[config.mk]
export PLATFORM = sky130hd
export DESIGN_NAME = sha1_message_hash_core
export DESIGN_NICKNAME = d
export VERILOG_FILES = /design/src/hdl/sha1h_pkg.sv /design/src/hdl/sha1h_queue.sv /design/src/hdl/sha1h_engine.sv /design/src/hdl/sha1_message_hash_core.sv
export SDC_FILE = /design/constraint.sdc
export NUM_CORES = 2
export LEC_CHECK = 0
export BUFFER_PORTS_ARGS = -buffer_cell sky130_fd_sc_hd__clkbuf_2
export CELL_PAD_IN_SITES_DETAIL_PLACEMENT = 0
export CELL_PAD_IN_SITES_GLOBAL_PLACEMENT = 1
export CORE_ASPECT_RATIO = 1.75
export CORE_MARGIN = 8
export CORE_UTILIZATION = 45
export CTS_CLUSTER_SIZE = 30
export DETAILED_ROUTE_END_ITERATION = 12
export PLACE_DENSITY_LB_ADDON = 0.1
export REMOVE_ABC_BUFFERS = 1
export SETUP_SLACK_MARGIN = 0.02
export SYNTH_ARGS = -nofsm -noshare
export SYNTH_HDL_FRONTEND = slang
export SYNTH_SLANG_ARGS = --single-unit
[constraint.sdc]
create_clock -name clk -period 12.25 [get_ports clk]
set_input_delay 1.225 -clock clk [delete_from_list [all_inputs] [get_ports clk]]
set_output_delay 1.225 -clock clk [all_outputs]
set_load 0.03 [all_outputs]
[src/hdl/sha1h_pkg.sv]
// ----------------------------------------------------------------------------
// SHA-1 hash core package
// Shared payload types and hash constants.
// ----------------------------------------------------------------------------
package sha1h_pkg;

	typedef struct packed {
		logic       cmd;
		logic [7:0] data_byte;
	} in_item_t;

	typedef struct packed {
		logic [31:0] digest_word;
		logic [2:0]  word_index;
		logic        last_word;
	} out_item_t;

	localparam logic CMD_ABSORB = 1'b0;
	localparam logic CMD_FINISH = 1'b1;

	localparam logic [31:0] H0 = 32'h67452301;
	localparam logic [31:0] H1 = 32'hefcdab89;
	localparam logic [31:0] H2 = 32'h98badcfe;
	localparam logic [31:0] H3 = 32'h10325476;
	localparam logic [31:0] H4 = 32'hc3d2e1f0;
	localparam logic [31:0] K0 = 32'h5a827999;
	localparam logic [31:0] K1 = 32'h6ed9eba1;
	localparam logic [31:0] K2 = 32'h8f1bbcdc;
	localparam logic [31:0] K3 = 32'hca62c1d6;
	localparam logic [7:0]  PAD_BYTE = 8'h80;

endpackage

[src/hdl/sha1h_queue.sv]
// ----------------------------------------------------------------------------
// SHA-1 input queue
// Small FIFO between the byte front end and the hash engine.
// ----------------------------------------------------------------------------
module sha1h_queue #(
	parameter int DEPTH = 4
) (
	input  logic                clk,
	input  logic                arst_n,
	input  logic                wr_valid,
	output logic                wr_stall,
	input  sha1h_pkg::in_item_t wr_data,
	output logic                rd_valid,
	input  logic                rd_take,
	output sha1h_pkg::in_item_t rd_data
);
	import sha1h_pkg::*;

	localparam int AW = (DEPTH > 1) ? $clog2(DEPTH) : 1;

	in_item_t         mem_q [DEPTH];
	logic [AW-1:0]    wp_q, rp_q;
	logic [AW:0]      cnt_q;
	logic             push, pop;

	assign wr_stall = (cnt_q == (AW+1)'(DEPTH));
	assign rd_valid = (cnt_q != '0);
	assign rd_data  = mem_q[rp_q];
	assign push     = wr_valid && !wr_stall;
	assign pop      = rd_valid && rd_take;

	always_ff @(posedge clk) begin
		if (push) begin
			mem_q[wp_q] <= wr_data;
		end
	end

	always_ff @(posedge clk or negedge arst_n) begin
		if (!arst_n) begin
			wp_q  <= '0;
			rp_q  <= '0;
			cnt_q <= '0;
		end else begin
			if (push) begin
				wp_q <= (wp_q == AW'(DEPTH-1)) ? '0 : wp_q + 1'b1;
			end
			if (pop) begin
				rp_q <= (rp_q == AW'(DEPTH-1)) ? '0 : rp_q + 1'b1;
			end
			cnt_q <= cnt_q + (AW+1)'(push) - (AW+1)'(pop);
		end
	end

endmodule

[src/hdl/sha1h_engine.sv]
// ----------------------------------------------------------------------------
// SHA-1 hash engine
// Absorbs bytes into a 16-word schedule, runs one round per cycle,
// pads on finish and emits the five digest words.
// ----------------------------------------------------------------------------
module sha1h_engine (
	input  logic                 clk,
	input  logic                 arst_n,
	input  logic                 item_valid,
	output logic                 item_take,
	input  sha1h_pkg::in_item_t  item,
	output logic                 res_valid,
	input  logic                 res_stall,
	output sha1h_pkg::out_item_t res
);
	import sha1h_pkg::*;

	typedef enum logic [2:0] {
		ST_BYTE, ST_ROUND, ST_PADZ, ST_LEN, ST_EMIT
	} state_t;

	state_t       state_q;
	logic [31:0]  w_q [16];
	logic [31:0]  h_q [5];
	logic [31:0]  a_q, b_q, c_q, d_q, e_q;
	logic [6:0]   rnd_q;
	logic [5:0]   fill_q;
	logic [60:0]  total_q;
	logic         fin_q;
	logic         last_blk_q;
	logic [3:0]   len_q;
	logic [2:0]   idx_q;
	logic         res_valid_q;
	out_item_t    res_q;

	logic [31:0]  w_new, w_cur, f, k, t;
	logic [63:0]  bits;
	logic         out_free;

	assign bits     = {total_q, 3'b000};
	assign out_free = !res_valid_q || !res_stall;
	assign item_take = (state_q == ST_BYTE) && item_valid;
	assign res_valid = res_valid_q;
	assign res       = res_q;

	always_comb begin
		w_new = w_q[13] ^ w_q[8] ^ w_q[2] ^ w_q[0];
		w_new = {w_new[30:0], w_new[31]};
		w_cur = (rnd_q < 7'd16) ? w_q[0] : w_new;
		if (rnd_q < 7'd20) begin
			f = (b_q & c_q) | (~b_q & d_q);
			k = K0;
		end else if (rnd_q < 7'd40) begin
			f = b_q ^ c_q ^ d_q;
			k = K1;
		end else if (rnd_q < 7'd60) begin
			f = (b_q & c_q) | (b_q & d_q) | (c_q & d_q);
			k = K2;
		end else begin
			f = b_q ^ c_q ^ d_q;
			k = K3;
		end
		t = {a_q[26:0], a_q[31:27]} + f + e_q + k + w_cur;
	end

	always_ff @(posedge clk or negedge arst_n) begin
		if (!arst_n) begin
			state_q     <= ST_BYTE;
			h_q         <= '{H0, H1, H2, H3, H4};
			rnd_q       <= '0;
			fill_q      <= '0;
			total_q     <= '0;
			fin_q       <= 1'b0;
			last_blk_q  <= 1'b0;
			len_q       <= '0;
			idx_q       <= '0;
			res_valid_q <= 1'b0;
			res_q       <= '0;
			a_q <= '0; b_q <= '0; c_q <= '0; d_q <= '0; e_q <= '0;
			for (int i = 0; i < 16; i++) begin
				w_q[i] <= '0;
			end
		end else begin
			if (res_valid_q && !res_stall) begin
				res_valid_q <= 1'b0;
			end
			case (state_q)
				ST_BYTE: begin
					if (item_valid) begin
						w_q[15] <= {w_q[15][23:0],
							(item.cmd == CMD_ABSORB) ? item.data_byte : PAD_BYTE};
						fill_q <= fill_q + 1'b1;
						if (fill_q[1:0] == 2'd0) begin
							for (int i = 0; i < 15; i++) begin
								w_q[i] <= w_q[i+1];
							end
						end
						if (item.cmd == CMD_ABSORB) begin
							total_q <= total_q + 1'b1;
							if (fill_q == 6'd63) begin
								state_q <= ST_ROUND;
								rnd_q   <= '0;
								last_blk_q <= 1'b0;
								{a_q, b_q, c_q, d_q, e_q} <=
									{h_q[0], h_q[1], h_q[2], h_q[3], h_q[4]};
							end
						end else begin
							fin_q   <= 1'b1;
							if (fill_q == 6'd63) begin
								state_q    <= ST_ROUND;
								rnd_q      <= '0;
								last_blk_q <= 1'b0;
								{a_q, b_q, c_q, d_q, e_q} <=
									{h_q[0], h_q[1], h_q[2], h_q[3], h_q[4]};
							end else begin
								state_q <= ST_PADZ;
							end
						end
					end
				end
				ST_PADZ: begin
					if (fill_q == 6'd56 && len_q == 4'd0 && fin_q) begin
						state_q <= ST_LEN;
						len_q   <= 4'd8;
					end else begin
						w_q[15] <= {w_q[15][23:0], 8'h00};
						fill_q  <= fill_q + 1'b1;
						if (fill_q[1:0] == 2'd0) begin
							for (int i = 0; i < 15; i++) begin
								w_q[i] <= w_q[i+1];
							end
						end
						if (fill_q == 6'd63) begin
							state_q <= ST_ROUND;
							rnd_q   <= '0;
							last_blk_q <= 1'b0;
							{a_q, b_q, c_q, d_q, e_q} <=
								{h_q[0], h_q[1], h_q[2], h_q[3], h_q[4]};
						end
					end
				end
				ST_LEN: begin
					w_q[15] <= {w_q[15][23:0], bits[8*len_q-1 -: 8]};
					fill_q  <= fill_q + 1'b1;
					len_q   <= len_q - 1'b1;
					if (fill_q[1:0] == 2'd0) begin
						for (int i = 0; i < 15; i++) begin
							w_q[i] <= w_q[i+1];
						end
					end
					if (fill_q == 6'd63) begin
						state_q    <= ST_ROUND;
						rnd_q      <= '0;
						last_blk_q <= 1'b1;
						{a_q, b_q, c_q, d_q, e_q} <=
							{h_q[0], h_q[1], h_q[2], h_q[3], h_q[4]};
					end
				end
				ST_ROUND: begin
					for (int i = 0; i < 15; i++) begin
						w_q[i] <= w_q[i+1];
					end
					w_q[15] <= w_cur;
					e_q <= d_q;
					d_q <= c_q;
					c_q <= {b_q[1:0], b_q[31:2]};
					b_q <= a_q;
					a_q <= t;
					rnd_q <= rnd_q + 1'b1;
					if (rnd_q == 7'd79) begin
						h_q[0] <= h_q[0] + t;
						h_q[1] <= h_q[1] + a_q;
						h_q[2] <= h_q[2] + {b_q[1:0], b_q[31:2]};
						h_q[3] <= h_q[3] + c_q;
						h_q[4] <= h_q[4] + d_q;
						if (last_blk_q) begin
							state_q <= ST_EMIT;
							idx_q   <= '0;
						end else if (fin_q) begin
							state_q <= ST_PADZ;
						end else begin
							state_q <= ST_BYTE;
						end
					end
				end
				ST_EMIT: begin
					if (out_free) begin
						res_valid_q       <= 1'b1;
						res_q.digest_word <= h_q[idx_q];
						res_q.word_index  <= idx_q;
						res_q.last_word   <= (idx_q == 3'd4);
						idx_q <= idx_q + 1'b1;
						if (idx_q == 3'd4) begin
							state_q    <= ST_BYTE;
							h_q        <= '{H0, H1, H2, H3, H4};
							total_q    <= '0;
							fill_q     <= '0;
							fin_q      <= 1'b0;
							last_blk_q <= 1'b0;
						end
					end
				end
				default: state_q <= ST_BYTE;
			endcase
		end
	end

endmodule

[src/hdl/sha1_message_hash_core.sv]
// ----------------------------------------------------------------------------
// SHA-1 message hash core
// Byte-wide SHA-1 with front queue and iterative round engine.
// ----------------------------------------------------------------------------
//  channel | dir | handshake        | payload
//  in      | in  | in_valid/stall   | cmd, data_byte
//  out     | out | out_valid/stall  | digest_word, word_index, last_word
//
// Bytes are absorbed one at a time into the schedule; each full block adds 80
// rounds, one per cycle. Finish takes the padding bytes (one per cycle,
// up to two blocks) plus 80 rounds per block, then five output transfers.
// Reset leaves the initial chaining values loaded and the byte count clear.
// The input queue absorbs bytes while the engine runs rounds.
module sha1_message_hash_core #(
	parameter int QUEUE_DEPTH = 4
) (
	input  logic                 clk,
	input  logic                 arst_n,
	input  logic                 in_valid,
	output logic                 in_stall,
	input  sha1h_pkg::in_item_t  in_item,
	output logic                 out_valid,
	input  logic                 out_stall,
	output sha1h_pkg::out_item_t out_item
);
	import sha1h_pkg::*;

	logic     q_valid, q_take;
	in_item_t q_item;

	sha1h_queue #(.DEPTH(QUEUE_DEPTH)) u_queue (
		.clk(clk), .arst_n(arst_n),
		.wr_valid(in_valid), .wr_stall(in_stall), .wr_data(in_item),
		.rd_valid(q_valid), .rd_take(q_take), .rd_data(q_item)
	);

	sha1h_engine u_engine (
		.clk(clk), .arst_n(arst_n),
		.item_valid(q_valid), .item_take(q_take), .item(q_item),
		.res_valid(out_valid), .res_stall(out_stall), .res(out_item)
	);

endmodule

==> flow_metrics.py <==
metrics = {
    "setup_path": {
        "end_kind": "register",
        "crit_arrival_ps": 9190,
        "crit_slowest_cell": "a41oi_1",
        "crit_top_cell": "fa_1",
        "critPathLaunchType": "register",
        "slowest_delay_ps": 1060,
        "critPathKind": "reg2reg",
        "path_max_fanout": 15,
        "cp_data_required_time_ps": 12860,
    },
    "synth": {
        "synthArstFlopShare": 0.964,
        "yosysSeqAreaShare": 0.455,
        "netlist_area_um2": 55500,
        "ys_warn_count": 0,
        "yosysMostFrequentCell": "dfrtp_1",
        "ys_types": 96,
        "synthCells": 5092,
        "synth_compound_area_frac": 0.123,
        "synth_top_family_by_area": "multiplexers",
        "synth-simple-area-share": 0.0888,
        "synth_edf_count": 36,
        "synth-adder-area-share": 0.0984,
        "ys.flop_type": "dfrtp_1",
        "yosys-top-cells-area": "dfrtp_1 40%, mux2_2 9.8%, ha_1 5.3%",
        "ys_ff_latch": 998,
        "synthMuxAreaShare": 0.152,
        "yosys-top-cells-count": "882 x dfrtp_1, 483 x mux2_2, 446 x nand2_1",
        "synth_area_leader_cell": "dfrtp_1",
        "synth_top_area_frac": 0.397,
        "synth-xor-area-share": 0.0486,
        "synth.avg_cell_area_um2": 10.9,
    },
    "detailed_routing": {
        "viasPerCell": 5.64,
        "initialDrtViolationCount": 2397,
        "routed_wirelength_um": 165000,
        "drt_pass1_iterations": 6,
        "wire_per_inst_um": 24.2,
        "vias": 38300,
        "drc": 0,
        "ant_nets": 0,
    },
    "sta": {
        "slew_headroom": 0.138,
        "hold_violations": 0,
        "fin_skew_ps": 57.6,
        "drv_slew": 0,
        "finalSetupViolations": 0,
        "rsz0062_at_grt": "false",
        "max_freq_ghz": 0.117,
        "worst_pin_slew_ps": 1280,
        "setup_slack_ps": 3670,
        "timing.setup.tns_ps": 0,
        "fin_crit_ps": 8580,
        "fin_hold_ws_ps": 480,
        "fin_crit_sh": 0.701,
    },
    "clock_tree": {
        "cts_resized": 0,
        "cts.path.max_buffers": 3,
        "cts_root_buffer": "clkbuf_16",
        "insertion_delay_ps": 730,
        "numCtsBuffers": 99,
        "clock_sinks": 998,
        "cts_hold_buf": 0,
        "cts_tree": "yes",
        "post-cts-setup-buffer-count": 0,
        "htreeDepth": 3,
        "path_clk_slew_ps": 70,
    },
    "global_route": {
        "grt-ovfl-total": 0,
        "grt_pass1_vias": 39776,
        "grt_pass1_wl_um": 251000,
        "grt_antenna_before_repair": 1,
        "grt_start_max_net_pins": 213,
        "grt_use_total": 0.245,
    },
    "pwr": {
        "p_leak_uw": 0.0296,
        "cellPowerDensity_nw_per_um2": 235,
        "fin_total_pwr_uw": 14400,
        "ir_worst_vdd_mv": 0.219,
    },
    "die": {
        "die_h_um": 481,
        "start_util": 0.453,
        "die_w_um": 282,
        "die_area_um2": 135000,
        "ioPinCount": 51,
        "coreArea_um2": 123000,
        "rows": 170,
    },
    "cells_and_area": {
        "drive_above_1_share": 0.183,
        "antenna_cells_inserted": 0,
        "fill_cells": 11337,
        "syn_to_final_growth_pct": 9.96,
        "nets": 5449,
        "fin_util": 0.498,
    },
    "place": {
        "port_buffers": 50,
        "post-place-ws_ps": 3710,
        "dp_hpwl_um": 119000,
        "gp_congestion": 0.907,
    },
    "flow_run": {
        "max_cap_violations": 0,
    },
    "worst_hold_path": {
        "hold_class": "reg2reg",
    },
    "outcome": {
        "status": "complete, no violations",
    },
}
==> power by group <==
group	leakage (uW)	switching, uW	internal [uW]	total [uW]
logic	0.0147	3440	2690	6130
registers	0.0132	785	4110	4890
clock network	0.00171	1400	1920	3320
==> through the flow <==
step                      area, um2  instances
after global routing          61100       6795
after global placement        57500       6608
final                         61100       6795
after detailed placement      57500       6608
after floorplan               54600       4863
after CTS                     61100       6795
==> logic make-up (layout without fill, tap and decap cells) <==
group	Yosys count	in the layout
mux	715	715
compound gates	1122	1122
xor+xnor	307	307
flops	998	998
fa+ha+maj	362	362
buf+inv	481	550
simple gates	1107	1107
==> cell type report <==
type	count	area (um2)	area share
clock buffers	142	2830	0.0464
clock inverters	45	712	0.0117
inverters	252	946	0.0155
multi-input cells	3613	28500	0.466
flip-flops and latches	998	25300	0.414
well taps	1634	2040	0.0335
repair buffers	111	793	0.0130
==> layout by cell type (no fill, tap or decap), types with 34 or more instances in the layout <==
cell type,instances
a21o_1,87
a21oi_1,300
buf_4,55
clkbuf_16,99
clkbuf_2,49
dfrtp_1,880
dfstp_2,80
edfxtp_1,36
fa_1,125
ha_1,236
inv_1,251
mux2_2,483
mux2i_1,178
mux4_2,54
nand2_1,445
nand3_1,65
nor2_1,342
nor2b_1,34
nor3_1,34
o21a_1,34
o21ai_0,403
or3_1,39
xnor2_1,212
xor2_1,94
==> state kept, by name, summed over array words and instances, names as in the netlist <==
name                 cells
u_engine.h_q           160
u_engine.res            36
u_engine.last_blk_q      1
u_engine.fill_q          6
u_queue.cnt_q            3
u_engine.w_q           512
u_queue.mem_q           36
u_engine.fin_q           1
u_engine.state_q         3
u_engine.c_q            32
u_engine.b_q            32
u_engine.a_q            32
u_engine.d_q            32
u_engine.res_valid       1
u_engine.idx_q           3
u_engine.e_q            32
u_queue.wp_q             2
u_engine.total_q        61
u_queue.rp_q             2
u_engine.len_q           4
u_engine.rnd_q           7
==> worst max-delay path: cells and delay by family (launching register included) <==
| kind | cells | cell delay (ps) |
|---|---|---|
| AO/OA/AOI/OAI | 16 | 4560 |
| adder cells (fa/ha/maj) | 5 | 2120 |
| flip-flops | 1 | 580 |
| XOR/XNOR | 2 | 490 |
| buffers and inverters | 3 | 380 |
| AND/OR/NAND/NOR | 3 | 330 |
==> routing by layer <==
| metal | share of wire | GRT usage | wire [um] |
|---|---|---|---|
| met1 | 0.38 | 0.274 | 62200 |
| met2 | 0.53 | 0.452 | 87500 |
| met3 | 0.032 | 0.0271 | 5200 |
| met4 | 0.060 | 0.128 | 9830 |
| met5 | 0 | 0 | 0 |
==> path summary, 6_finish.rpt <==
check	to	slack [ps]	depth (start not counted)	from
max	u_engine.h_q[159]	3670	29	u_engine.rnd_q[4]
max reg2reg	u_engine.h_q[159]	3670	29	u_engine.rnd_q[4]
min	u_engine.w_q[25]	480	2	u_engine.w_q[25]
min reg2reg	u_engine.w_q[25]	480	2	u_engine.w_q[25]
min in group asynchronous	u_engine.h_q[43]	610	1	arst_n
max in group asynchronous	u_engine.w_q[447]	9120	3	arst_n
No activity file was read; power rests on OpenSTA's default activity.
